$ cat src/hw/rtl/kf2_pkg.sv
// kf2_pkg: constants, register indexes and fixed-point helpers for the
// two-state kalman filter. no dependencies.
`default_nettype none
package kf2_pkg;

  localparam int FRAC_BITS = 16;
  localparam int DT_W      = 25;
  localparam int NOISE_W   = 10;
  localparam int JIT_W     = 10;
  localparam int ACC_W     = 66;
  localparam int WIDE_W    = 68;

  localparam int REG_TIME_STEP   = 0;
  localparam int REG_NOISE_LEVEL = 1;

  localparam logic [DT_W-1:0]    DT_RESET    = DT_W'(65536);
  localparam logic [NOISE_W-1:0] NOISE_RESET = NOISE_W'(10);

  localparam logic signed [31:0]       QMAX      = 32'sh7FFF_FFFF;
  localparam logic signed [WIDE_W-1:0] WIDE_QMAX = WIDE_W'(64'sd2147483647);
  localparam logic signed [WIDE_W-1:0] WIDE_HALF = WIDE_W'(64'sd1) <<< (FRAC_BITS - 1);
  localparam logic signed [WIDE_W-1:0] WIDE_HALF1 = WIDE_W'(64'sd1) <<< FRAC_BITS;

  typedef logic signed [31:0] q_t;

  // symmetric clamp to the 32 bit range
  function automatic q_t sat32(input logic signed [WIDE_W-1:0] v);
    q_t r;
    if (v > WIDE_QMAX) begin
      r = QMAX;
    end else if (v < -WIDE_QMAX) begin
      r = -QMAX;
    end else begin
      r = v[31:0];
    end
    return r;
  endfunction

  // round half up, shift by FRAC_BITS
  function automatic logic signed [WIDE_W-1:0] rnd_q(input logic signed [WIDE_W-1:0] v);
    return (v + WIDE_HALF) >>> FRAC_BITS;
  endfunction

  // round half up, shift by FRAC_BITS + 1
  function automatic logic signed [WIDE_W-1:0] rnd_q1(input logic signed [WIDE_W-1:0] v);
    return (v + WIDE_HALF1) >>> (FRAC_BITS + 1);
  endfunction

endpackage
`default_nettype wire

$ cat src/hw/rtl/kf2_div.sv
// kf2_div: bit-serial restoring divider, sat(round(num * 2^FRAC_BITS / den)).
// also gives the raw quotient with FRAC_BITS+1 fraction bits. uses kf2_pkg.
`default_nettype none
module kf2_div (
  input  wire                                 clk,
  input  wire                                 rst_n,
  input  wire                                 start,
  input  wire  signed [kf2_pkg::ACC_W-1:0]    num,
  input  wire  signed [kf2_pkg::ACC_W-1:0]    den,
  output logic                                done,
  output logic signed [31:0]                  quot,
  output logic [32+kf2_pkg::FRAC_BITS-1:0]    quot_raw
);

  localparam int SB = kf2_pkg::FRAC_BITS + 1;
  localparam int QB = 31 + SB;
  localparam int CW = $clog2(QB);

  logic [63:0]    d_r;
  logic [63:0]    rem_r;
  logic [QB-1:0]  sh_r;
  logic           neg_r;
  logic           big_r;
  logic           zero_r;
  logic           run_r;
  logic           done_r;
  logic [CW-1:0]  cnt_r;

  logic [63:0]    n;
  logic [63:0]    d;
  logic           big;
  logic [64:0]    t;
  logic           ge;
  logic [QB:0]    qr;
  logic [31:0]    qmag;

  assign n   = num[kf2_pkg::ACC_W-1] ? 64'(-num) : 64'(num);
  assign d   = den[kf2_pkg::ACC_W-1] ? 64'(-den) : 64'(den);
  assign big = (d[63:33] == '0) && (n >= {d[32:0], 31'd0});
  assign t   = {rem_r, sh_r[QB-1]};
  assign ge  = t >= {1'b0, d_r};

  always_ff @(posedge clk) begin
    if (!rst_n) begin
      run_r  <= 1'b0;
      done_r <= 1'b0;
      cnt_r  <= '0;
    end else if (start) begin
      d_r    <= d;
      rem_r  <= {31'd0, n[63:31]};
      sh_r   <= {n[30:0], {SB{1'b0}}};
      neg_r  <= num[kf2_pkg::ACC_W-1] ^ den[kf2_pkg::ACC_W-1];
      big_r  <= big;
      zero_r <= (d == '0);
      cnt_r  <= '0;
      // overflowing quotient needs no iterations
      run_r  <= !big && (d != '0);
      done_r <= big || (d == '0);
    end else if (run_r) begin
      rem_r <= ge ? 64'(t - {1'b0, d_r}) : t[63:0];
      sh_r  <= {sh_r[QB-2:0], ge};
      cnt_r <= cnt_r + CW'(1);
      if (cnt_r == CW'(QB - 1)) begin
        run_r  <= 1'b0;
        done_r <= 1'b1;
      end
    end else begin
      done_r <= 1'b0;
    end
  end

  assign qr = ({1'b0, sh_r} + (QB+1)'(1)) >> 1;

  always_comb begin
    if (big_r || (qr > (QB+1)'(kf2_pkg::QMAX))) begin
      qmag = 32'(kf2_pkg::QMAX);
    end else begin
      qmag = qr[31:0];
    end
    if (zero_r) begin
      quot = '0;
    end else begin
      quot = neg_r ? -$signed(qmag) : $signed(qmag);
    end
  end

  assign done     = done_r;
  assign quot_raw = sh_r;

endmodule
`default_nettype wire

$ cat config.mk
export PLATFORM = sky130hd
export DESIGN_NAME = kf2_div
export DESIGN_NICKNAME = d
export VERILOG_FILES = /design/src/hw/rtl/kf2_pkg.sv /design/src/hw/rtl/kf2_div.sv
export SDC_FILE = /design/constraint.sdc
export NUM_CORES = 1
export LEC_CHECK = 0
export BUFFER_PORTS_ARGS = -buffer_cell sky130_fd_sc_hd__clkbuf_2
export CORE_UTILIZATION = 61
export DETAILED_ROUTE_END_ITERATION = 10
export PLACE_DENSITY = 0.81
export SKIP_LAST_GASP = 1
export SYNTH_ARGS = -nofsm -noshare
export SYNTH_HDL_FRONTEND = slang
export SYNTH_SLANG_ARGS = --single-unit
$ cat constraint.sdc
create_clock -name clk -period 7.2 [get_ports clk]
set_input_delay 0.36 -clock clk [delete_from_list [all_inputs] [get_ports clk]]
set_output_delay 0.36 -clock clk [all_outputs]
set_load 0.005 [all_outputs]
==> results of run 1 <==
[synth_stat cells, drive strengths merged, types with 12 or more instances]
master	n	area (um2)
nor4	41	317
mux2i	17	170
clkbuf	113	424
nand4	63	394
nor2	175	657
or3	35	230
nand3	79	395
a211oi	27	203
xor2	88	771
buf	27	130
or4	31	240
ha	102	1280
a21o	38	285
a31oi	30	188
and3	23	144
o211ai	31	233
and2	13	81.3
o41ai	26	258
nand2b	19	119
o21ai	112	561
o21a	29	218
nand2	229	860
inv	119	447
nor3	54	282
xnor2	140	1230
nor2b	27	169
o31ai	43	323
o21bai	12	90.1
edfxtp	179	5380
a21oi	186	931
[sequential cells by signal (all words and copies together) (netlist names)]
register,flops
neg_r,1
d_r,64
done,1
cnt_r,6
rem_r,64
run_r,1
big_r,1
zero_r,1
quot_raw,48
[cell families (layout without fill, tap and decap cells)]
| family | count (synthesis) | after routing | synth area share (%) |
|---|---|---|---|
| simple gates | 843 | 843 | 23.5 |
| mux | 21 | 21 | 1.17 |
| flops | 187 | 187 | 30.1 |
| compound gates | 619 | 619 | 21.9 |
| buf+inv | 259 | 380 | 5.44 |
| xor+xnor | 228 | 228 | 10.8 |
| fa+ha+maj | 103 | 103 | 7.04 |
| other cells | 0 | 2 | 0 |
[critical path, cell delays in order (launching register included)]
cell and delay [ns]:
edfxtp_1 0.53, nand3_1 0.19, nor4_1 0.85, nor4b_2 0.58, mux2i_1 0.24, a21oi_1 0.08, nor4_1 0.51, nand2_1 0.31
nor2_1 0.23, ha_1 0.21, or3b_1 0.42, or3b_1 0.48, or4_1 0.63, nor4_1 0.34, a2111o_1 0.21, nand3_1 0.06
clkbuf_2 0.11
[power groups by stage]
stage / registers, mW / logic (mW) / clock network, mW
global placement: 1.41 / 1.29 / 0
finish: 1.39 / 1.36 / 0.958
floorplan: 1.39 / 0.974 / 0
detailed placement: 1.42 / 1.32 / 0
CTS: 1.39 / 1.33 / 0.961
global route: 1.40 / 1.50 / 0.999
[stage by stage]
step                      hold slack [ns]  utilization, %  instance area (um2)
after floorplan                     0.458               -                18400
final                               0.243            68.0                20100
after global placement              0.469            66.0                19600
after global routing                0.227            68.0                20100
after detailed placement            0.497            66.0                19600
after CTS                           0.228            68.0                20100
[routing by layer]
layer	GRT usage, %	share of wire, %
met1	49.7	44
met2	52.8	44
met3	4.72	9.5
met4	11.6	3.0
met5	0	0
[area by class of cell]
cell class	count	area share (%)
clock buffers	19	2.30
flip-flops and latches	187	27.5
diodes	2	0.0248
multi-input cells	1814	59.1
repair buffers	229	5.90
well taps	390	2.42
inverters	119	2.22
clock inverters	13	0.590
[worst min-delay path by stage]
stage and to:
3_3_place_gp cnt_r[5], 6_report d_r[0], 3_5_place_dp cnt_r[5], 2_1_floorplan cnt_r[5], 5_1_grt run_r, 4_1_cts d_r[0]
==> results.yml, run 1 <==
status:
  outcome: "finished clean"
synthesis:
  synthFlopType: "edfxtp_1"
  postSynth.asyncResetShare_pct: 0
  yosysWarningCount: 0
  avgSynthCellArea_um2: 8.14
  synth_cells: 2260
  yosysSeqAreaShare_pct: 30.1
  synth.distinct_cells: 82
  syn_area_mm2: 0.0184
  synth_edf_count: 179
  synth_seq_cells: 187
  synth_nets: 2498
min_path:
  min_path_type: "input pin to register"
  min-delay-start: "den[0]"
  min_path_cells: 1
drt:
  vias: 18100
  ant_nets: 0
  wl_mm: 53.9
  drt_iter0_drc: 1993
  drcViolationCount: 0
  firstDrtPassIters: 6
  wire_per_inst_um: 19.4
  vias_per_cell: 6.53
worst_setup_path:
  crit_path_end: "quot[30]"
  end_kind: "primary output"
  path_max_fanout: 11
  rrSetupSlack_ns: 2.12
  timing.rr.end: "rem_r[27]"
  startpoint: "quot_raw[7]"
  critPathKind: "register to primary output"
  critPathLaunchType: "register"
  r2r-start: "rem_r[9]"
  crit_arrival_ns: 6.43
  ff2ff_path_depth: 11
  required_ns: 6.84
pwr:
  finalPower_mw: 3.71
  internal_power_mw: 2.33
  pwr-share-seq_pct: 37.6
  combPwrFrac_pct: 36.6
  p_switching_mw: 1.38
  p_leak_nw: 7.82
  clkPwrFrac_pct: 25.8
  powerDensity_mw_per_mm2: 184
  swShare_pct: 37.1
  peakVddDrop_mv: 0.161
job:
  max-cap-violations: 0
placement:
  place_inst: 2739
  post-place-ws_ns: 1.02
  io_buffers: 213
  hpwl_mm: 41.6
  gp_congestion: 0.982
sta:
  period_share_pct: 94.3
  hold_viol_final: 0
  setup_slack_ns: 0.408
  finClkSkew_ns: 0.0117
  timing.fmax_mhz: 147
  slew_viol_final: 0
  worstMarginPinSlew_ns: 1.18
  rsz0062_at_grt: "false"
  period_needed_ns: 6.79
  finalSetupViolations: 0
  setup-tns-final_ns: 0
  relSlewSlack_pct: 21.1
floorplanning:
  die_h_um: 176
  core_area_mm2: 0.0296
  ios: 216
  rows: 63
  design.die.area_mm2: 0.0309
  initial_core_util_pct: 62.1
  die_x_um: 176
finish:
  most-common-layout-cells: "nand2_1 (229), clkbuf_2 (212), a21oi_1 (186)"
  regArea_mm2: 0.00554
  final_common_cell: "nand2_1"
  drive_gt1_share_pct: 12.9
  syn_to_final_growth_pct: 9.44
  multi_input_area_mm2: 0.0119
  layout.nets: 2606
  fin_cells: 2773
  num-fill-cells: 2501
grt:
  overflow: 0
  antenna_found_initial: 1
  grt_pass1_wl_mm: 85.0
  grt_max_degree: 74
  grt_pass1_vias: 16200
  track_usage_pct: 34.4
cts:
  htree_levels: 4
  cts_tree: "yes"
  post_cts_resized: 0
  clkLatencyLatePin_ns: 0.45
  cts_buffers: 17
  cts_setup_buffers: 0
  cts_buffer_depth: 2
  clock-sinks: 187
  cts_hold_buf: 0
  clk_pin_slew_ns: 0.07
  cts_root_buf: "clkbuf_16"
Note: power is estimated with default switching activity, not from simulation.
==> run 2: changes to the inputs <==
--- a/config.mk
+++ b/config.mk
@@ -8,7 +8,9 @@
 export BUFFER_PORTS_ARGS = -buffer_cell sky130_fd_sc_hd__clkbuf_2
 export CORE_UTILIZATION = 61
 export DETAILED_ROUTE_END_ITERATION = 10
-export PLACE_DENSITY = 0.81
+export PLACE_DENSITY = 0.82
+export RECOVER_POWER = 25
+export REMOVE_ABC_BUFFERS = 1
 export SKIP_LAST_GASP = 1
 export SYNTH_ARGS = -nofsm -noshare
 export SYNTH_HDL_FRONTEND = slang
==> run 2 against run 1 <==
The flow now finishes with violations (capacitance limit, slew limit). Design area decreased by 0.34%. Critical path depth grew 2. Clock skew decreased by 0.0012 ns. Setup slack improved by 0.039 ns. Utilization is 0.23 points lower. Highest routed layer is now met5. Count of clock-buffer cells in the layout fell by 2. Combinational power about the same.
==> results.yml, run 2 (synthesis results as in run 1) <==
floorplanning:
  die_h_um: 176
  rows: 63
  design.die.area_mm2: 0.0309
  die_x_um: 176
  initial_core_util_pct: 62.1
  core_area_mm2: 0.0296
  ios: 216
placement:
  hpwl_mm: 41.0
  io_buffers: 213
  gp_congestion: 0.987
  post-place-ws_ns: 1.13
pwr:
  clkPwrFrac_pct: 25.4
  peakVddDrop_mv: 0.193
  p_leak_nw: 7.68
  combPwrFrac_pct: 36.9
  swShare_pct: 36.9
  pwr-share-seq_pct: 37.6
  powerDensity_mw_per_mm2: 184
  internal_power_mw: 2.33
  p_switching_mw: 1.36
finish:
  syn_to_final_growth_pct: 9.07
  most-common-layout-cells: "nand2_1 (229), a21oi_1 (186), edfxtp_1 (179)"
  drive_gt1_share_pct: 10.9
  final_common_cell: "nand2_1"
  layout.nets: 2610
sta:
  worstMarginPinSlew_ns: 3.48
  hold_viol_final: 0
  period_needed_ns: 6.75
  finalSetupViolations: 0
  period_share_pct: 93.8
  timing.fmax_mhz: 148
  setup_slack_ns: 0.447
  rsz0062_at_grt: "false"
  setup-tns-final_ns: 0
  slew_viol_final: 212
  finClkSkew_ns: 0.0105
  relSlewSlack_pct: -132
worst_setup_path:
  startpoint: "quot_raw[1]"
  required_ns: 6.84
  ff2ff_path_depth: 12
  end_kind: "primary output"
  critPathKind: "register to primary output"
  r2r-start: "rem_r[9]"
  crit_arrival_ns: 6.39
  path_max_fanout: 25
  critPathLaunchType: "register"
cts:
  cts_buffers: 17
  cts_tree: "yes"
  clk_pin_slew_ns: 0.07
  clock-sinks: 187
  clkLatencyLatePin_ns: 0.45
  cts_root_buf: "clkbuf_16"
  cts_buffer_depth: 2
  cts_setup_buffers: 0
  cts_hold_buf: 0
  post_cts_resized: 0
  htree_levels: 4
job:
  max-cap-violations: 4
grt:
  track_usage_pct: 35.1
  grt_pass1_wl_mm: 87.2
  overflow: 0
  grt_max_degree: 74
  grt_pass1_vias: 17000
  antenna_found_initial: 1
drt:
  vias_per_cell: 6.51
  vias: 18100
  wl_mm: 54.2
  drcViolationCount: 0
  firstDrtPassIters: 8
  wire_per_inst_um: 19.5
  ant_nets: 0
  drt_iter0_drc: 1898
min_path:
  min_path_type: "input pin to register"
  min-delay-start: "rst_n"
  min_path_cells: 2
status:
  outcome: "finished, violations left"
  violations: "capacitance limit, slew limit"
run 2: cell count changes in the layout (fill, tap and decap cells not counted), sizes merged:
cell	before	now
bufinv	0	1
diode	2	1
buf	17	18
inv	130	127
clkinv	2	5
clkinvlp	0	1
clkbuf	231	232
run 2: metrics by stage:
stage | hold WS (ns) | instances | area [um2] | power (mW) | utilization (%)
floorplan | 0.452 | 2120 | 17900 | 2.33 | -
global placement | 0.466 | 2743 | 19600 | 2.69 | 66.1
detailed placement | 0.483 | 2743 | 19600 | 2.73 | 66.1
CTS | 0.198 | 2775 | 20100 | 3.66 | 68.0
global route | 0.198 | 2775 | 20100 | 3.88 | 67.7
finish | 0.187 | 2776 | 20100 | 3.69 | 67.7
run 2: worst max-delay path, stage by stage (launching register included):
cell,delay (ns)
edfxtp_1,0.45
ha_1,0.35
and4_1,0.34
nand3_1,0.27
nor3_1,0.60
o2111a_1,0.29
nor2_1,0.05
nor4_1,0.50
nand2_1,0.12
buf_4,0.25
nor2_1,0.18
ha_1,0.22
or3b_1,0.44
or3b_1,0.48
or4_1,0.63
nor4_1,0.36
a2111o_1,0.22
nand3_1,0.06
clkbuf_2,0.11
run 2: final cells by class:
type | instances | area (um2)
Clock inverter | 15 | 134
Tap cell | 390 | 488
Fill cell | 2606 | 9560
Inverter | 119 | 447
Timing Repair Buffer | 233 | 1150
Antenna cell | 1 | 2.50
Clock buffer | 17 | 425
Sequential cell | 187 | 5540
Multi-Input combinational cell | 1814 | 11900
run 2: worst paths after layout:
kind                            endpoint  slack [ns]
worst min-delay path               run_r        0.19
worst max-delay path            quot[30]        0.45
worst min register to register  cnt_r[5]        0.50
worst max register to register  rem_r[0]        1.95
run 2: power by group through the flow:
stage | Combinational (mW) | Clock, mW | Sequential, mW
floorplan | 0.929 | 0 | 1.40
global placement | 1.29 | 0 | 1.40
global route | 1.50 | 0.981 | 1.40
CTS | 1.34 | 0.939 | 1.38
finish | 1.36 | 0.937 | 1.39
detailed placement | 1.32 | 0 | 1.41
run 2: layer usage:
| metal | part of all wire [%] | track usage [%] |
|---|---|---|
| met5 | 0.024 | 0 |
| met4 | 4.2 | 15.9 |
| met3 | 7.7 | 5.06 |
| met2 | 47 | 57.9 |
| met1 | 41 | 45.6 |
==> run 3: changes to the inputs <==
--- a/config.mk
+++ b/config.mk
@@ -5,10 +5,11 @@
 export SDC_FILE = /design/constraint.sdc
 export NUM_CORES = 1
 export LEC_CHECK = 0
+export ABC_AREA = 1
 export BUFFER_PORTS_ARGS = -buffer_cell sky130_fd_sc_hd__clkbuf_2
 export CORE_UTILIZATION = 61
 export DETAILED_ROUTE_END_ITERATION = 10
-export PLACE_DENSITY = 0.82
+export PLACE_DENSITY = 0.81
 export RECOVER_POWER = 25
 export REMOVE_ABC_BUFFERS = 1
 export SKIP_LAST_GASP = 1
==> run 3 against run 2 <==
The flow still finishes with violations (capacitance limit, slew limit). Sequential power is essentially flat. Power grew 3.9%. Clock power grew 6.6%. Via count grew 23%. Register-to-register slack gained 0.30 ns. Synthesized area grew 9.4%. Maximum frequency grew 22%. Sequential share of layout area shrank 2.6 points. Non-clock buffer count shrank 11.
==> results.yml, run 3 <==
min_path:
  min-delay-start: "rst_n"
  min_path_type: "input pin to register"
cts:
  cts_setup_buffers: 0
  clk_pin_slew_ns: 0.08
  cts_tree: "yes"
  cts_root_buf: "clkbuf_16"
  htree_levels: 4
  cts_buffer_depth: 2
  clock-sinks: 187
  cts_hold_buf: 0
  clkLatencyLatePin_ns: 0.47
  cts_buffers: 17
  post_cts_resized: 0
synthesis:
  synth_cells: 3118
  synth_edf_count: 179
  synth_area_leaders: "edfxtp_1 (27%), nand2_1 (13%), nor2_1 (9.6%)"
  netlist_top_cells_count: "nand2_1 (708), nor2_1 (515), inv_1 (466), o21ai_0 (234), a21oi_1 (186)"
  avgSynthCellArea_um2: 6.46
  netlist.area_leader.share_pct: 26.7
  yosysMostFrequentCell: "nand2_1"
  yosysWarningCount: 0
  synth.distinct_cells: 59
  synthFlopType: "edfxtp_1"
  syn_area_mm2: 0.0201
  postSynth.asyncResetShare_pct: 0
  yosysTopAreaCell: "edfxtp_1"
  yosysSeqAreaShare_pct: 27.5
  synth_seq_cells: 187
sta:
  slew_viol_final: 172
  setup-tns-final_ns: 0
  timing.fmax_mhz: 181
  finalSetupViolations: 0
  hold_viol_final: 0
  relSlewSlack_pct: -100
  period_share_pct: 76.7
  finClkSkew_ns: 0.0168
  setup_slack_ns: 1.68
  rsz0062_at_grt: "false"
  worstMarginPinSlew_ns: 3.00
  period_needed_ns: 5.52
drt:
  ant_nets: 0
  wire_per_inst_um: 18.2
  wl_mm: 68.4
  drt_iter0_drc: 2648
  dr_wl_met2_mm: 29.8
  met3RoutedLength_mm: 7.36
  highest_layer: "met5"
  vias: 22200
  drcViolationCount: 0
  firstDrtPassIters: 7
  vias_per_cell: 5.91
  wl_met1_mm: 28.7
floorplanning:
  rows: 66
  initial_core_util_pct: 61.9
  design.die.area_mm2: 0.0337
  die_h_um: 184
  ios: 216
  core_area_mm2: 0.0325
  die_x_um: 184
pwr:
  finalPower_mw: 3.83
  p_leak_nw: 9.96
  powerDensity_mw_per_mm2: 173
  peakVddDrop_mv: 0.201
worst_setup_path:
  required_ns: 6.84
  crit_arrival_ns: 5.16
  end_kind: "primary output"
  path_max_fanout: 26
  startpoint: "quot_raw[0]"
  critPathLaunchType: "register"
  r2r-start: "quot_raw[47]"
  critPathKind: "register to primary output"
finish:
  layout.nets: 3535
  final_common_cell: "nand2_1"
  finalInstanceArea_mm2: 0.0221
  drive_gt1_share_pct: 8.16
  syn_to_final_growth_pct: 9.93
  postLayoutCoreUtil_pct: 68.0
  most-common-layout-cells: "nand2_1 (707), nor2_1 (514), inv_1 (467)"
  antenna_cells: 0
grt:
  track_usage_pct: 40.0
  grt_pass1_vias: 19900
  grt_max_degree: 87
  overflow: 0
  grt_pass1_wl_mm: 105
  antenna_found_initial: 2
job:
  max-cap-violations: 3
placement:
  dpl-instance-area_mm2: 0.0216
  gp_congestion: 1.02
  post-place-ws_ns: 2.31
  io_buffers: 213
  hpwl_mm: 55.5
status:
  outcome: "finished, violations left"
  violations: "capacitance limit, slew limit"
run 3: cell count changes after synthesis, sizes merged, moves of 42 or more:
| cell | before | now |
|---|---|---|
| nand2 | 229 | 719 |
| nor2 | 175 | 538 |
| inv | 119 | 473 |
| o21ai | 112 | 244 |
| xnor2 | 140 | 61 |
| clkbuf | 113 | 44 |
| nand3 | 79 | 134 |
| xor2 | 88 | 135 |
| o31ai | 43 | 1 |
run 3: metal layers:
metal,vias to the layer above,GRT usage [%]
met5,-,0
li1,10600,-
met1,9980,55.6
met4,2,15.1
met3,217,6.10
met2,1408,62.4
run 3: final cells by class:
class / instances / area [um2]
Clock buffer: 17 / 425
Clock inverter: 14 / 193
Fill cell: 2920 / 10400
Inverter: 474 / 1780
Multi-Input combinational cell: 2395 / 12600
Sequential cell: 187 / 5540
Tap cell: 442 / 553
Timing Repair Buffer: 222 / 1070
run 3: power by group:
part / total [mW] / internal (mW) / switching, mW
registers: 1.39 / 1.32 / 0.0727
logic: 1.44 / 0.473 / 0.965
clock network: 0.999 / 0.503 / 0.496
run 3: final timing paths:
kind         slack [ns]        to  cells past startpoint
max                1.68  quot[22]                     23
min                0.16      done                      3
max reg2reg        2.25  rem_r[4]                     19
min reg2reg        0.47  cnt_r[5]                      1
run 3: metrics by stage:
| stage | hold WS [ns] | std cells |
|---|---|---|
| 2_1_floorplan | 0.422 | 3056 |
| 3_3_place_gp | 0.432 | 3720 |
| 3_5_place_dp | 0.445 | 3720 |
| 4_1_cts | 0.160 | 3751 |
| 5_1_grt | 0.184 | 3751 |
| 6_report | 0.163 | 3751 |
run 3: cell families (layout without fill, tap and decap cells):
family | after synthesis | count (layout) | synth area share [%]
compound gates | 517 | 517 | 13.9
flops | 187 | 187 | 27.5
simple gates | 1579 | 1579 | 33.5
buf+inv | 536 | 727 | 10.1
xor+xnor | 196 | 196 | 8.53
fa+ha+maj | 103 | 103 | 6.44
run 3: critical path: stages (launching register included):
cell and delay [ns]:
edfxtp_1 0.46, ha_1 0.32, nand2_2 0.11, nor2_2 0.15, nand3_1 0.21, nor3_1 0.36
nand2_1 0.12, xor2_1 0.15, nand2_1 0.15, nor2_8 0.41, nand2_4 0.20, inv_2 0.30
nand2_1 0.12, inv_1 0.10, ha_1 0.23, nand2_1 0.09, nor2_1 0.14, nand3_1 0.16
nor2_2 0.29, nand4_1 0.16, nand3_1 0.10, nand2_1 0.05, nor2_1 0.17, clkbuf_2 0.14
