[config.mk]
export PLATFORM = sky130hd
export DESIGN_NAME = kf2_mul
export DESIGN_NICKNAME = d
export VERILOG_FILES = /design/src/hw/rtl/kf2_mul.sv
export SDC_FILE = /design/constraint.sdc
export NUM_CORES = 1
export LEC_CHECK = 0
export ABC_AREA = 1
export BUFFER_PORTS_ARGS = -buffer_cell sky130_fd_sc_hd__buf_2
export CAP_MARGIN = 20
export CORE_ASPECT_RATIO = 1.2
export CORE_UTILIZATION = 52
export CTS_CLUSTER_SIZE = 25
export DETAILED_ROUTE_END_ITERATION = 8
export HOLD_SLACK_MARGIN = 0.08
export PLACE_DENSITY = 0.72
export SKIP_CTS_REPAIR_TIMING = 1
export SYNTH_ARGS = -nofsm -noshare
export SYNTH_HDL_FRONTEND = slang
export SYNTH_SLANG_ARGS = --single-unit
[constraint.sdc]
create_clock -name clk -period 3.35 [get_ports clk]
set_input_delay 0.335 -clock clk [delete_from_list [all_inputs] [get_ports clk]]
set_output_delay 0.335 -clock clk [all_outputs]
set_load 0.05 [all_outputs]
[src/hw/rtl/kf2_mul.sv]
// kf2_mul: bit-serial signed 32x32 multiplier, one multiplier bit per cycle.
// depends on nothing but itself.
`default_nettype none
module kf2_mul (
  input  wire                clk,
  input  wire                rst_n,
  input  wire                start,
  input  wire  signed [31:0] a,
  input  wire  signed [31:0] b,
  output logic               done,
  output logic signed [63:0] prod
);

  logic [31:0] ua_r;
  logic [63:0] p_r;
  logic        neg_r;
  logic        run_r;
  logic        done_r;
  logic [4:0]  cnt_r;
  logic [31:0] ua;
  logic [31:0] ub;
  logic [32:0] sum;

  assign ua  = a[31] ? 32'(-a) : 32'(a);
  assign ub  = b[31] ? 32'(-b) : 32'(b);
  assign sum = {1'b0, p_r[63:32]} + (p_r[0] ? {1'b0, ua_r} : 33'd0);

  always_ff @(posedge clk) begin
    if (!rst_n) begin
      run_r  <= 1'b0;
      done_r <= 1'b0;
      cnt_r  <= '0;
    end else if (start) begin
      ua_r   <= ua;
      p_r    <= {32'd0, ub};
      neg_r  <= a[31] ^ b[31];
      run_r  <= 1'b1;
      done_r <= 1'b0;
      cnt_r  <= '0;
    end else if (run_r) begin
      p_r   <= {sum, p_r[31:1]};
      cnt_r <= cnt_r + 5'd1;
      if (cnt_r == 5'd31) begin
        run_r  <= 1'b0;
        done_r <= 1'b1;
      end
    end else begin
      done_r <= 1'b0;
    end
  end

  assign done = done_r;
  assign prod = neg_r ? -$signed(p_r) : $signed(p_r);

endmodule
`default_nettype wire

==> metrics.md, run 1 <==
| Metric | Value |
|---|---|
| Top cell type's share of synthesized area | `28.1%` |
| Leak | `5.80 nW` |
| Hold Startpoint | `a[0]` |
| Die Span Y | `157 um` |
| CP Launch Type | `flip-flop` |
| Synth async-reset ratio | `0%` |
| Area of the multi-input gates | `0.00620 sq mm` |
| Final period util | `89.2%` |
| Clk slew on worst S/H paths | `0.08 ns` |
| Max transition margin | `27.0%` |
| Vias | `10.9k` |
| I/O Pins | `132` |
| Num Clock Sinks | `104` |
| DRT Pass-1 Iters | `5` |
| Antenna violations before repair | `0` |
| Seq pwr share | `36.4%` |
| Post-synth EDFFs | `97` |
| Worst Hold Class | `input pin to flip-flop` |
| RR Endpoint | `p_r[53]` |
| Synth warn | `0` |
| Required @ worst endpoint | `3.01 ns` |
| Filler cells | `1928` |
| Gr usage total | `31.8%` |
| Syn Nets | `1753` |
| Share of layout cells above drive strength 1 | `11.4%` |
| Port bufs | `131` |
| Placed instance area | `0.0113 sq mm` |
| Hold path depth | `1` |
| Post-route cell area | `0.0116 sq mm` |
| DRC Markers | `0` |
| Largest net degree at the start of global routing | `65` |
| Layout area overhead | `11.6%` |
| Post-synthesis mux area share | `0%` |
| Final setup TNS | `0 ns` |
| R2r startpoint | `p_r[0]` |
| CTS buffer count | `9` |
| CP Class | `flip-flop to output pin` |
| Prevailing post-synth register cell | `edfxtp_1` |
| Bufs on Longest Clock Path | `2` |
| CP endpoint kind | `output pin` |
| Clk_skew | `0.0131 ns` |
| Post-Synth Simple-Gate Area | `40.0%` |
| Register area share after synthesis | `29.4%` |
| Drt via density | `5.36` |
| Final WL | `31300 um` |
| Reg2reg path depth | `14` |
| Final setup violating endpoints | `0` |
| Final Hold Fails | `0` |
| Die width | `131 um` |
| Largest family of logic cells by synthesized area | `simple AND/OR/NAND/NOR gates` |
| Layout net count | `1867` |
| Top cell type by total area after synthesis | `edfxtp_1` |
| Initial core utilization | `53.0%` |
| Wire length per cell | `15.4 um` |
| Vias in the first global route | `10.2k` |
| # diodes | `0` |
| Compound-Gate Fraction of Synth Area | `7.58%` |
| Hold EP | `ua_r[0]` |
| RSZ-0062 raised after global routing | `no` |
| Top post-synthesis cells by area | `edfxtp_1 28%, nand2_1 19%, inv_1 9.1%` |
| Cell count after synthesis | `1648` |
| Peak supply drop | `260 uV` |
| Sequential Area | `0.00305 sq mm` |
| Cell internal pwr | `2.66 mW` |
| H-tree level count | `3` |
| XOR/XNOR Fraction of Synth Area | `7.51%` |
| Switching pwr | `2.14 mW` |
| Cell Pwr Density | `415 mW/mm^2` |
| Mapped Area | `0.0104 sq mm` |
| Status | `complete, no violations` |
| Worst R2R Setup Slack | `0.82 ns` |
| HPWL after DPL | `25800 um` |
| Max_cap viols | `0` |
| Synthesized flop and latch total | `104` |
| CTS tree | `yes` |
| Sw frac | `44.6%` |
| Synth unique cells | `42` |
| Non-Filler Instances | `2028` |
| Clock root buffer | `clkbuf_16` |
| # placed instances | `2012` |
| Final Wtd Congestion | `0.983` |
| Row count | `56` |
| Adder-Cell Fraction of Synth Area | `4.66%` |
| Core area | `0.0195 sq mm` |
| Grt total ovfl | `0` |
| Least-Margin Pin Slew | `1.09 ns` |
| Final ANT Viol Nets | `0` |
| Global-route wire length before repair | `49700 um` |
| Final Critical Period | `2.99 ns` |
| Die area | `0.0205 sq mm` |
| Clock share of power | `22.9%` |
| Power share of the combinational group | `40.7%` |
| WP data arrival | `2.65 ns` |
| 1st-iter DRT viols | `800` |
| Clock Latency Late Sink | `0.37 ns` |
| Highest achievable clock rate | `0.335 GHz` |
| Critical path peak fanout | `5` |
| Pins Over Slew Limit | `0` |
| Power consumption | `4.80 mW` |
| Synth Area per Inst | `6.29 sq um` |
[cells in the mapped netlist, drive strengths merged (11+ instances only)]
library cell / n
nor2: 238
edfxtp: 97
nor3: 26
nand3: 124
ha: 37
xor2: 72
inv: 260
xnor2: 16
o21ai: 82
buf: 11
nand2: 533
nand4: 33
clkbuf: 21
a21oi: 59
[metrics by stage]
stage	hold slack, ns	utilization, %	worst slack, ns
2_1_floorplan	0.434	-	0.579
4_1_cts	0.153	59.2	0.406
3_3_place_gp	0.453	57.6	0.832
3_5_place_dp	0.463	57.6	0.806
5_1_grt	0.154	59.2	0.202
6_report	0.154	59.2	0.363
[cell usage in the layout, fill, tap and decap left out, types with 4 or more instances in the layout]
cell,synthesis,layout
edfxtp_1,97,97
dfxtp_1,7,7
o21ai_1,20,20
and2_1,7,7
nor2_1,217,217
o21ai_0,62,62
inv_1,250,250
ha_1,37,37
nand2_2,6,7
nand2_1,525,524
xnor2_1,16,16
nor2_4,8,8
nand4_1,32,32
nand3_1,120,120
buf_2,8,131
xor2_1,71,71
clkbuf_16,0,9
a21oi_1,59,59
a31oi_1,6,6
nor2_2,13,13
inv_2,10,10
nor3_1,23,23
nand3b_1,7,7
nand3_2,4,4
[logic make-up (layout without fill, tap and decap cells)]
group                      after synthesis  after routing
AOI/OAI and AO/OA                      152            152
DFF                                    104            104
adders and majority gates               38             38
buffers and inverters                  292            411
and+or+nand+nor                        974            974
xor gates and xnor gates                88             88
[how the worst max path moves through the flow]
stage            from  endpoint  slack (ns)  cells after the start
4_1_cts        p_r[0]  prod[56]        0.41                     11
3_5_place_dp   p_r[0]  prod[56]        0.81                     11
6_report       p_r[1]  prod[56]        0.36                     11
2_1_floorplan   start    p_r[0]        0.58                      4
3_3_place_gp   p_r[0]  prod[40]        0.83                     10
5_1_grt        p_r[1]  prod[56]        0.20                     11
[critical path: stages, from the launching register on]
cell and delay [ns]:
edfxtp_1 0.39, inv_1 0.23, ha_1 0.27, nand3_1 0.14, nor2_2 0.20, nand2_1 0.11, nor2_2 0.22, nand2_1 0.08
nand2_1 0.12, nand2_1 0.08, xor2_1 0.15, buf_2 0.29
[sequential cells by signal, summed over array words and instances (netlist names)]
name	flops
neg_r	1
cnt_r	5
run_r	1
done	1
ua_r	32
p_r	64
[power by group through the flow]
stage / Clock [mW] / Sequential, mW / Combinational (mW)
2_1_floorplan: 0 / 1.69 / 1.47
3_3_place_gp: 0 / 1.77 / 1.91
3_5_place_dp: 0 / 1.77 / 1.93
4_1_cts: 1.10 / 1.74 / 1.94
5_1_grt: 1.16 / 1.75 / 2.16
6_report: 1.10 / 1.75 / 1.95
[layout make-up]
cell class | instances | share of cell area (%)
multi-input cells | 1252 | 53.6
flip-flops and latches | 104 | 26.4
inverters | 260 | 8.44
repair buffers | 135 | 6.14
well taps | 261 | 2.82
clock buffers | 10 | 2.07
clock inverters | 6 | 0.562
[layer usage]
metal,up-vias,share of wire [%],GRT usage (%)
met5,-,0,0
met4,0,3.3,12.2
met3,64,6.2,4.10
met2,388,50,57.4
met1,4972,41,37.7
li1,5455,-,-
No activity file was read; power rests on OpenSTA's default activity.
==> inputs of run 2 (changes only) <==
--- a/config.mk
+++ b/config.mk
@@ -12,6 +12,7 @@
 export CORE_UTILIZATION = 52
 export CTS_CLUSTER_SIZE = 25
 export DETAILED_ROUTE_END_ITERATION = 8
+export GPL_TIMING_DRIVEN = 0
 export HOLD_SLACK_MARGIN = 0.08
 export PLACE_DENSITY = 0.72
 export SKIP_CTS_REPAIR_TIMING = 1
==> constraint.sdc (replaced) <==
create_clock -name clk -period 2.9 [get_ports clk]
set_input_delay 0.29 -clock clk [delete_from_list [all_inputs] [get_ports clk]]
set_output_delay 0.29 -clock clk [all_outputs]
set_load 0.05 [all_outputs]
==> run 2 against run 1 <==
Against the previous run: power increased by 17%; clock skew decreased by 0.0018 ns; global-route usage grew 2.1 points; critical endpoint is now prod[32]; design area rose by 1.5%; critical path type unchanged; routed wire length rose by 7.6%; final cell count is 1.3% higher; register-to-register slack worse by 0.70 ns; highest routed layer unchanged; largest cell class unchanged; largest power group unchanged.
==> metrics.md, run 2 (same netlist as run 1, synthesis figures left out) <==
| Metric | Value |
|---|---|
| DRC Markers | `0 (unchanged)` |
| Die width | `131 um (unchanged)` |
| Ordered cell list for the critical path | `buf_6 > inv_2 > ha_1 > nand3_2 > nor2_4 > nand2_2 > nor2_4 > a21oi_1 > xor2_1 > buf_2` |
| Die area | `0.0205 sq mm (unchanged)` |
| Status | `complete, no violations` |
| WP data arrival | `2.50 ns (-0.15 ns)` |
| Critical-path top delay cell | `edfxtp_1` |
| Largest net degree at the start of global routing | `65 (unchanged)` |
| Pins Over Slew Limit | `0 (unchanged)` |
| Most frequent cells in the layout | `522 x nand2_1, 250 x inv_1, 216 x nor2_1` |
| Worst Hold Class | `input pin to flip-flop` |
| Leak | `5.87 nW (+1.2%)` |
| Required @ worst endpoint | `2.61 ns (-0.40 ns)` |
| Max reg flops | `64 (unchanged)` |
| Cell internal pwr | `3.12 mW (+17%)` |
| CTS tree | `yes` |
| Top flop regs | `p_r x64, ua_r x32, cnt_r x5` |
| Global-route wire length before repair | `52000 um (+4.6%)` |
| Final Critical Period | `2.79 ns` |
| RR Endpoint | `p_r[61]` |
| Final Hold Fails | `0 (unchanged)` |
| Clock root buffer | `clkbuf_16` |
| Num Clock Sinks | `104 (unchanged)` |
| 1st-iter DRT viols | `782 (-2.3%)` |
| Switching pwr | `2.48 mW (+16%)` |
| Sw frac | `44.3% (-0.27 points)` |
| Grt total ovfl | `0 (unchanged)` |
| Row count | `56 (unchanged)` |
| I/O Pins | `132 (unchanged)` |
| Die Span Y | `157 um (unchanged)` |
| CP peak stage delay | `0.41 ns (+0.02 ns)` |
| Final period util | `96.3%` |
| HPWL after DPL | `27900 um (+8.1%)` |
| Vias in the first global route | `10.2k (+0.88%)` |
| Power share of the combinational group | `41.3% (+0.6 points)` |
| Critical path peak fanout | `6 (+1)` |
| Max transition margin | `37.8% (+11 points)` |
| Bufs on Longest Clock Path | `2 (unchanged)` |
| # diodes | `0 (unchanged)` |
| Initial core utilization | `53.0% (unchanged)` |
| Filler cells | `1950 (+1.1%)` |
| DRT Pass-1 Iters | `7 (+2)` |
| Hold_ws | `0.121 ns (-0.0339 ns)` |
| Clk slew on worst S/H paths | `0.08 ns (about the same)` |
| Clock Latency Late Sink | `0.36 ns (about the same)` |
| Hold EP | `ua_r[0]` |
| R2r startpoint | `p_r[0]` |
| Worst R2R Setup Slack | `0.12 ns (-0.70 ns)` |
| Antenna violations before repair | `0 (unchanged)` |
| Layout area overhead | `13.3%` |
| Final core occ | `60.1% (+0.91 points)` |
| H-tree level count | `3 (unchanged)` |
| Vias | `10.8k (-0.51%)` |
| CP Class | `flip-flop to output pin` |
| Final ANT Viol Nets | `0 (unchanged)` |
| Reg2reg path depth | `16 (+2)` |
| Clock share of power | `22.7% (-0.2 points)` |
| Max_cap viols | `0 (unchanged)` |
| CP endpoint kind | `output pin` |
| Least-Margin Pin Slew | `0.932 ns (-0.162 ns)` |
| Cell Pwr Density | `476 mW/mm^2 (+15%)` |
| CP Launch Type | `flip-flop` |
| Core area | `0.0195 sq mm (unchanged)` |
| Crit-path most repeated cell | `nor2_4` |
| Highest achievable clock rate | `0.358 GHz` |
| Final setup violating endpoints | `0 (unchanged)` |
| Most flops, register | `p_r` |
| Commonest non-fill, non-tap cell in the layout | `nand2_1` |
| Layout net count | `1894 (+1.4%)` |
| Share of layout cells above drive strength 1 | `12.0% (+0.55 points)` |
| Gr usage total | `33.8% (+2.1 points)` |
| Seq pwr share | `36.0% (-0.4 points)` |
| Clk_skew | `0.0113 ns (-0.00179 ns)` |
| Final WL | `33700 um (+7.6%)` |
| CTS buffer count | `9 (unchanged)` |
| Peak supply drop | `335 uV (+29%)` |
| Hold path depth | `1 (unchanged)` |
| Wire length per cell | `16.4 um (+6.2%)` |
| Hold Startpoint | `a[0]` |
| Port bufs | `129 (-1.5%)` |
| Drt via density | `5.27 (-1.8%)` |
| Final Wtd Congestion | `0.961 (-2.3%)` |
[run 2: worst max-delay path: cells and delay by family (launching register included)]
family	cells	cell delay, ns
XOR/XNOR	1	0.27
AND/OR/NAND/NOR	4	0.57
flip-flops	1	0.41
buffers and inverters	3	0.56
AO/OA/AOI/OAI	1	0.10
adder cells (fa/ha/maj)	1	0.22
[run 2: per-stage QoR]
| step | TNS (ns) | setup WS [ns] | power, mW | instances | instance area, sq um |
|---|---|---|---|---|---|
| 4_1_cts | -0.376 | -0.107 | 5.57 | 2054 | 11700 |
| 3_5_place_dp | -0.165 | -0.0880 | 4.31 | 2038 | 11300 |
| 3_3_place_gp | -63.56 | -0.998 | 4.29 | 2038 | 11300 |
| 5_1_grt | -0.101 | -0.0424 | 5.91 | 2055 | 11700 |
| 6_report | 0 | 0.108 | 5.60 | 2055 | 11700 |
| 2_1_floorplan | 0 | 0.174 | 3.65 | 1648 | 10400 |
[run 2: power by group through the flow]
| stage | Combinational [mW] | Clock [mW] | Sequential [mW] |
|---|---|---|---|
| 2_1_floorplan | 1.70 | 0 | 1.95 |
| 3_3_place_gp | 2.25 | 0 | 2.04 |
| 3_5_place_dp | 2.27 | 0 | 2.04 |
| 4_1_cts | 2.28 | 1.28 | 2.01 |
| 5_1_grt | 2.55 | 1.33 | 2.02 |
| 6_report | 2.31 | 1.27 | 2.01 |
[run 2: worst max path at each step]
| stage | startpoint | slack (ns) | endpoint |
|---|---|---|---|
| after floorplan | start | 0.17 | p_r[0] |
| after global placement | start | -1.0 | p_r[0] |
| after detailed placement | p_r[0] | -0.09 | p_r[61] |
| after CTS | p_r[0] | -0.11 | p_r[61] |
| after global routing | p_r[0] | -0.04 | p_r[61] |
| final | p_r[0] | 0.11 | prod[32] |
[run 2: final cells by class]
type                    count  area, sq um  share of cell area (%)
multi-input cells        1252         6240                    53.1
plain buffers              32          144                    1.22
clock buffers              10          250                    2.13
repair buffers            130          693                    5.90
clock inverters             6         65.1                   0.554
well taps                 261          327                    2.78
inverters                 260          976                    8.31
flip-flops and latches    104         3050                    26.0
[run 2: routing by layer]
| layer | vias up | track usage [%] | routed length (um) |
|---|---|---|---|
| li1 | 5517 | - | - |
| met1 | 4822 | 38.0 | 13500 |
| met2 | 397 | 62.8 | 17100 |
| met3 | 88 | 3.66 | 1620 |
| met4 | 0 | 15.8 | 1560 |
| met5 | - | 0 | 0 |
==> inputs of run 3 (changes only) <==
--- a/config.mk
+++ b/config.mk
@@ -10,6 +10,7 @@
 export CAP_MARGIN = 20
 export CORE_ASPECT_RATIO = 1.2
 export CORE_UTILIZATION = 52
+export CTS_CLUSTER_DIAMETER = 60
 export CTS_CLUSTER_SIZE = 25
 export DETAILED_ROUTE_END_ITERATION = 8
 export GPL_TIMING_DRIVEN = 0
==> constraint.sdc (replaced) <==
create_clock -name clk -period 3.55 [get_ports clk]
set_input_delay 0.355 -clock clk [delete_from_list [all_inputs] [get_ports clk]]
set_output_delay 0.355 -clock clk [all_outputs]
set_load 0.05 [all_outputs]
==> run 3 against run 2 <==
Against the previous run: via count fell by 0.18%; critical endpoint is now prod[40]; sequential power fell by 18%; setup slack improved by 0.39 ns.
==> metrics.md, run 3 (same netlist as run 1, synthesis figures left out) <==
| Metric | Value |
|---|---|
| Drt via density | `5.26 (-0.18%)` |
| # diodes | `0 (unchanged)` |
| Die Span Y | `157 um (unchanged)` |
| Most flops, register | `p_r` |
| Clock Latency Late Sink | `0.36 ns (about the same)` |
| Core area | `0.0195 sq mm (unchanged)` |
| Share of layout cells above drive strength 1 | `11.5% (-0.45 points)` |
| Clk slew on worst S/H paths | `0.08 ns (about the same)` |
| Hold path depth | `1 (unchanged)` |
| Status | `complete, no violations` |
| Highest achievable clock rate | `0.327 GHz` |
| Max transition margin | `38.1% (+0.26 points)` |
| Vias | `10.8k (-0.18%)` |
| Hold EP | `ua_r[0]` |
| RSZ-0062 raised after global routing | `no` |
| RR Endpoint | `p_r[61]` |
| Setup WS post-layout | `0.495 ns (+0.387 ns)` |
| Global-route wire length before repair | `52000 um (unchanged)` |
| Final Hold Fails | `0 (unchanged)` |
| WP data arrival | `2.70 ns (+0.20 ns)` |
| Final period util | `86.1%` |
| HPWL after DPL | `27900 um (unchanged)` |
| Num Clock Sinks | `104 (unchanged)` |
| Critical path peak fanout | `6 (unchanged)` |
| Required @ worst endpoint | `3.19 ns (+0.58 ns)` |
| Reg2reg path depth | `16 (unchanged)` |
| Bufs on Longest Clock Path | `2 (unchanged)` |
| Pins Over Slew Limit | `0 (unchanged)` |
| Filler cells | `1952 (+0.10%)` |
| Max reg flops | `64 (unchanged)` |
| Wire length per cell | `16.4 um (-0.13%)` |
| Sequential Area | `0.00305 sq mm (unchanged)` |
| Row count | `56 (unchanged)` |
| Commonest non-fill, non-tap cell in the layout | `nand2_1` |
| Clock root buffer | `clkbuf_16` |
| Final setup violating endpoints | `0 (unchanged)` |
| Final core occ | `59.8% (-0.29 points)` |
| R2r startpoint | `p_r[0]` |
| Layout net count | `1894 (unchanged)` |
| Power consumption | `4.56 mW (-19%)` |
| Hold Startpoint | `a[0]` |
| DRC Markers | `0 (unchanged)` |
| Gr usage total | `33.8% (unchanged)` |
| Die width | `131 um (unchanged)` |
| Non-Filler Instances | `2055 (unchanged)` |
| Cell Pwr Density | `390 mW/mm^2 (-18%)` |
| Final Wtd Congestion | `0.961 (unchanged)` |
| Largest net degree at the start of global routing | `65 (unchanged)` |
| H-tree level count | `3 (unchanged)` |
| Least-Margin Pin Slew | `0.929 ns (-0.00384 ns)` |
| Most frequent cells in the layout | `524 x nand2_1, 250 x inv_1, 217 x nor2_1` |
| Grt total ovfl | `0 (unchanged)` |
| Port bufs | `129 (unchanged)` |
| CP Class | `flip-flop to output pin` |
| Final Critical Period | `3.05 ns` |
| Worst R2R Setup Slack | `0.52 ns (+0.40 ns)` |
| Layout area overhead | `12.8%` |
| Clk_skew | `0.0111 ns (-0.000132 ns)` |
| Final WL | `33700 um (-0.13%)` |
| I/O Pins | `132 (unchanged)` |
| Vias in the first global route | `10.2k (unchanged)` |
| Top flop regs | `p_r x64, ua_r x32, cnt_r x5` |
| 1st-iter DRT viols | `685 (-12%)` |
| CP Launch Type | `flip-flop` |
| Antenna violations before repair | `0 (unchanged)` |
| Final ANT Viol Nets | `0 (unchanged)` |
| Area of the multi-input gates | `0.00620 sq mm (-0.56%)` |
| Worst Hold Class | `input pin to flip-flop` |
| Leak | `5.85 nW (-0.35%)` |
| Max_cap viols | `0 (unchanged)` |
| Pre-CTS setup slack | `0.562 ns (+0.650 ns)` |
| CTS buffer count | `9 (unchanged)` |
| Initial core utilization | `53.0% (unchanged)` |
| DRT Pass-1 Iters | `5 (-2)` |
| Peak supply drop | `272 uV (-19%)` |
| CTS tree | `yes` |
| CP endpoint kind | `output pin` |
| # placed instances | `2038 (unchanged)` |
| Die area | `0.0205 sq mm (unchanged)` |
-- run 3: cell count changes in the layout (fill, tap and decap cells not counted), sizes merged --
cell,change
buf,+3
clkbuf,-3
-- run 3: power by group --
part           total, mW  internal (mW)  switching, mW  leakage, nW
combinational       1.88          0.497           1.38         4.70
clock               1.04          0.540          0.497        0.155
sequential          1.64           1.50          0.144        0.993
total               4.56           2.54           2.02         5.85
-- run 3: routing by layer --
metal	part of all wire [%]	global-route usage, %	wire length (um)
met4	4.4	15.8	1470
met3	4.7	3.66	1570
met2	51	62.8	17100
met1	40	38.0	13500
met5	0	0	0
-- run 3: cell type report --
cell class	count	area share (%)
Timing Repair Buffer	130	5.76
Clock inverter	6	0.557
Tap cell	261	2.79
Buffer	32	1.21
Multi-Input combinational cell	1252	53.1
Clock buffer	10	2.14
Sequential cell	104	26.1
Inverter	260	8.35
-- run 3: worst max-delay path by stage --
stage	cells after the start	startpoint	slack, ns	endpoint
6_report	11	p_r[0]	0.50	prod[40]
5_1_grt	16	p_r[0]	0.37	p_r[61]
4_1_cts	11	p_r[0]	0.52	prod[40]
3_5_place_dp	16	p_r[0]	0.56	p_r[61]
3_3_place_gp	4	start	-0.41	p_r[0]
2_1_floorplan	4	start	0.76	p_r[0]
-- run 3: critical path: stages, from the launching register on --
cell      delay, ns
edfxtp_1       0.41
buf_6          0.18
inv_2          0.08
ha_1           0.21
nand3_1        0.16
nor2_2         0.21
nand2_1        0.12
nor2_2         0.22
nand2_1        0.08
nand2_1        0.11
xor2_1         0.25
buf_2          0.31
-- run 3: through the flow --
| step | setup TNS [ns] | hold slack [ns] | instance area [sq um] |
|---|---|---|---|
| finish | 0 | 0.184 | 11700 |
| global route | 0 | 0.175 | 11700 |
| CTS | 0 | 0.179 | 11700 |
| detailed placement | 0 | 0.472 | 11300 |
| global placement | -25.99 | 0.453 | 11300 |
| floorplan | 0 | 0.445 | 10400 |
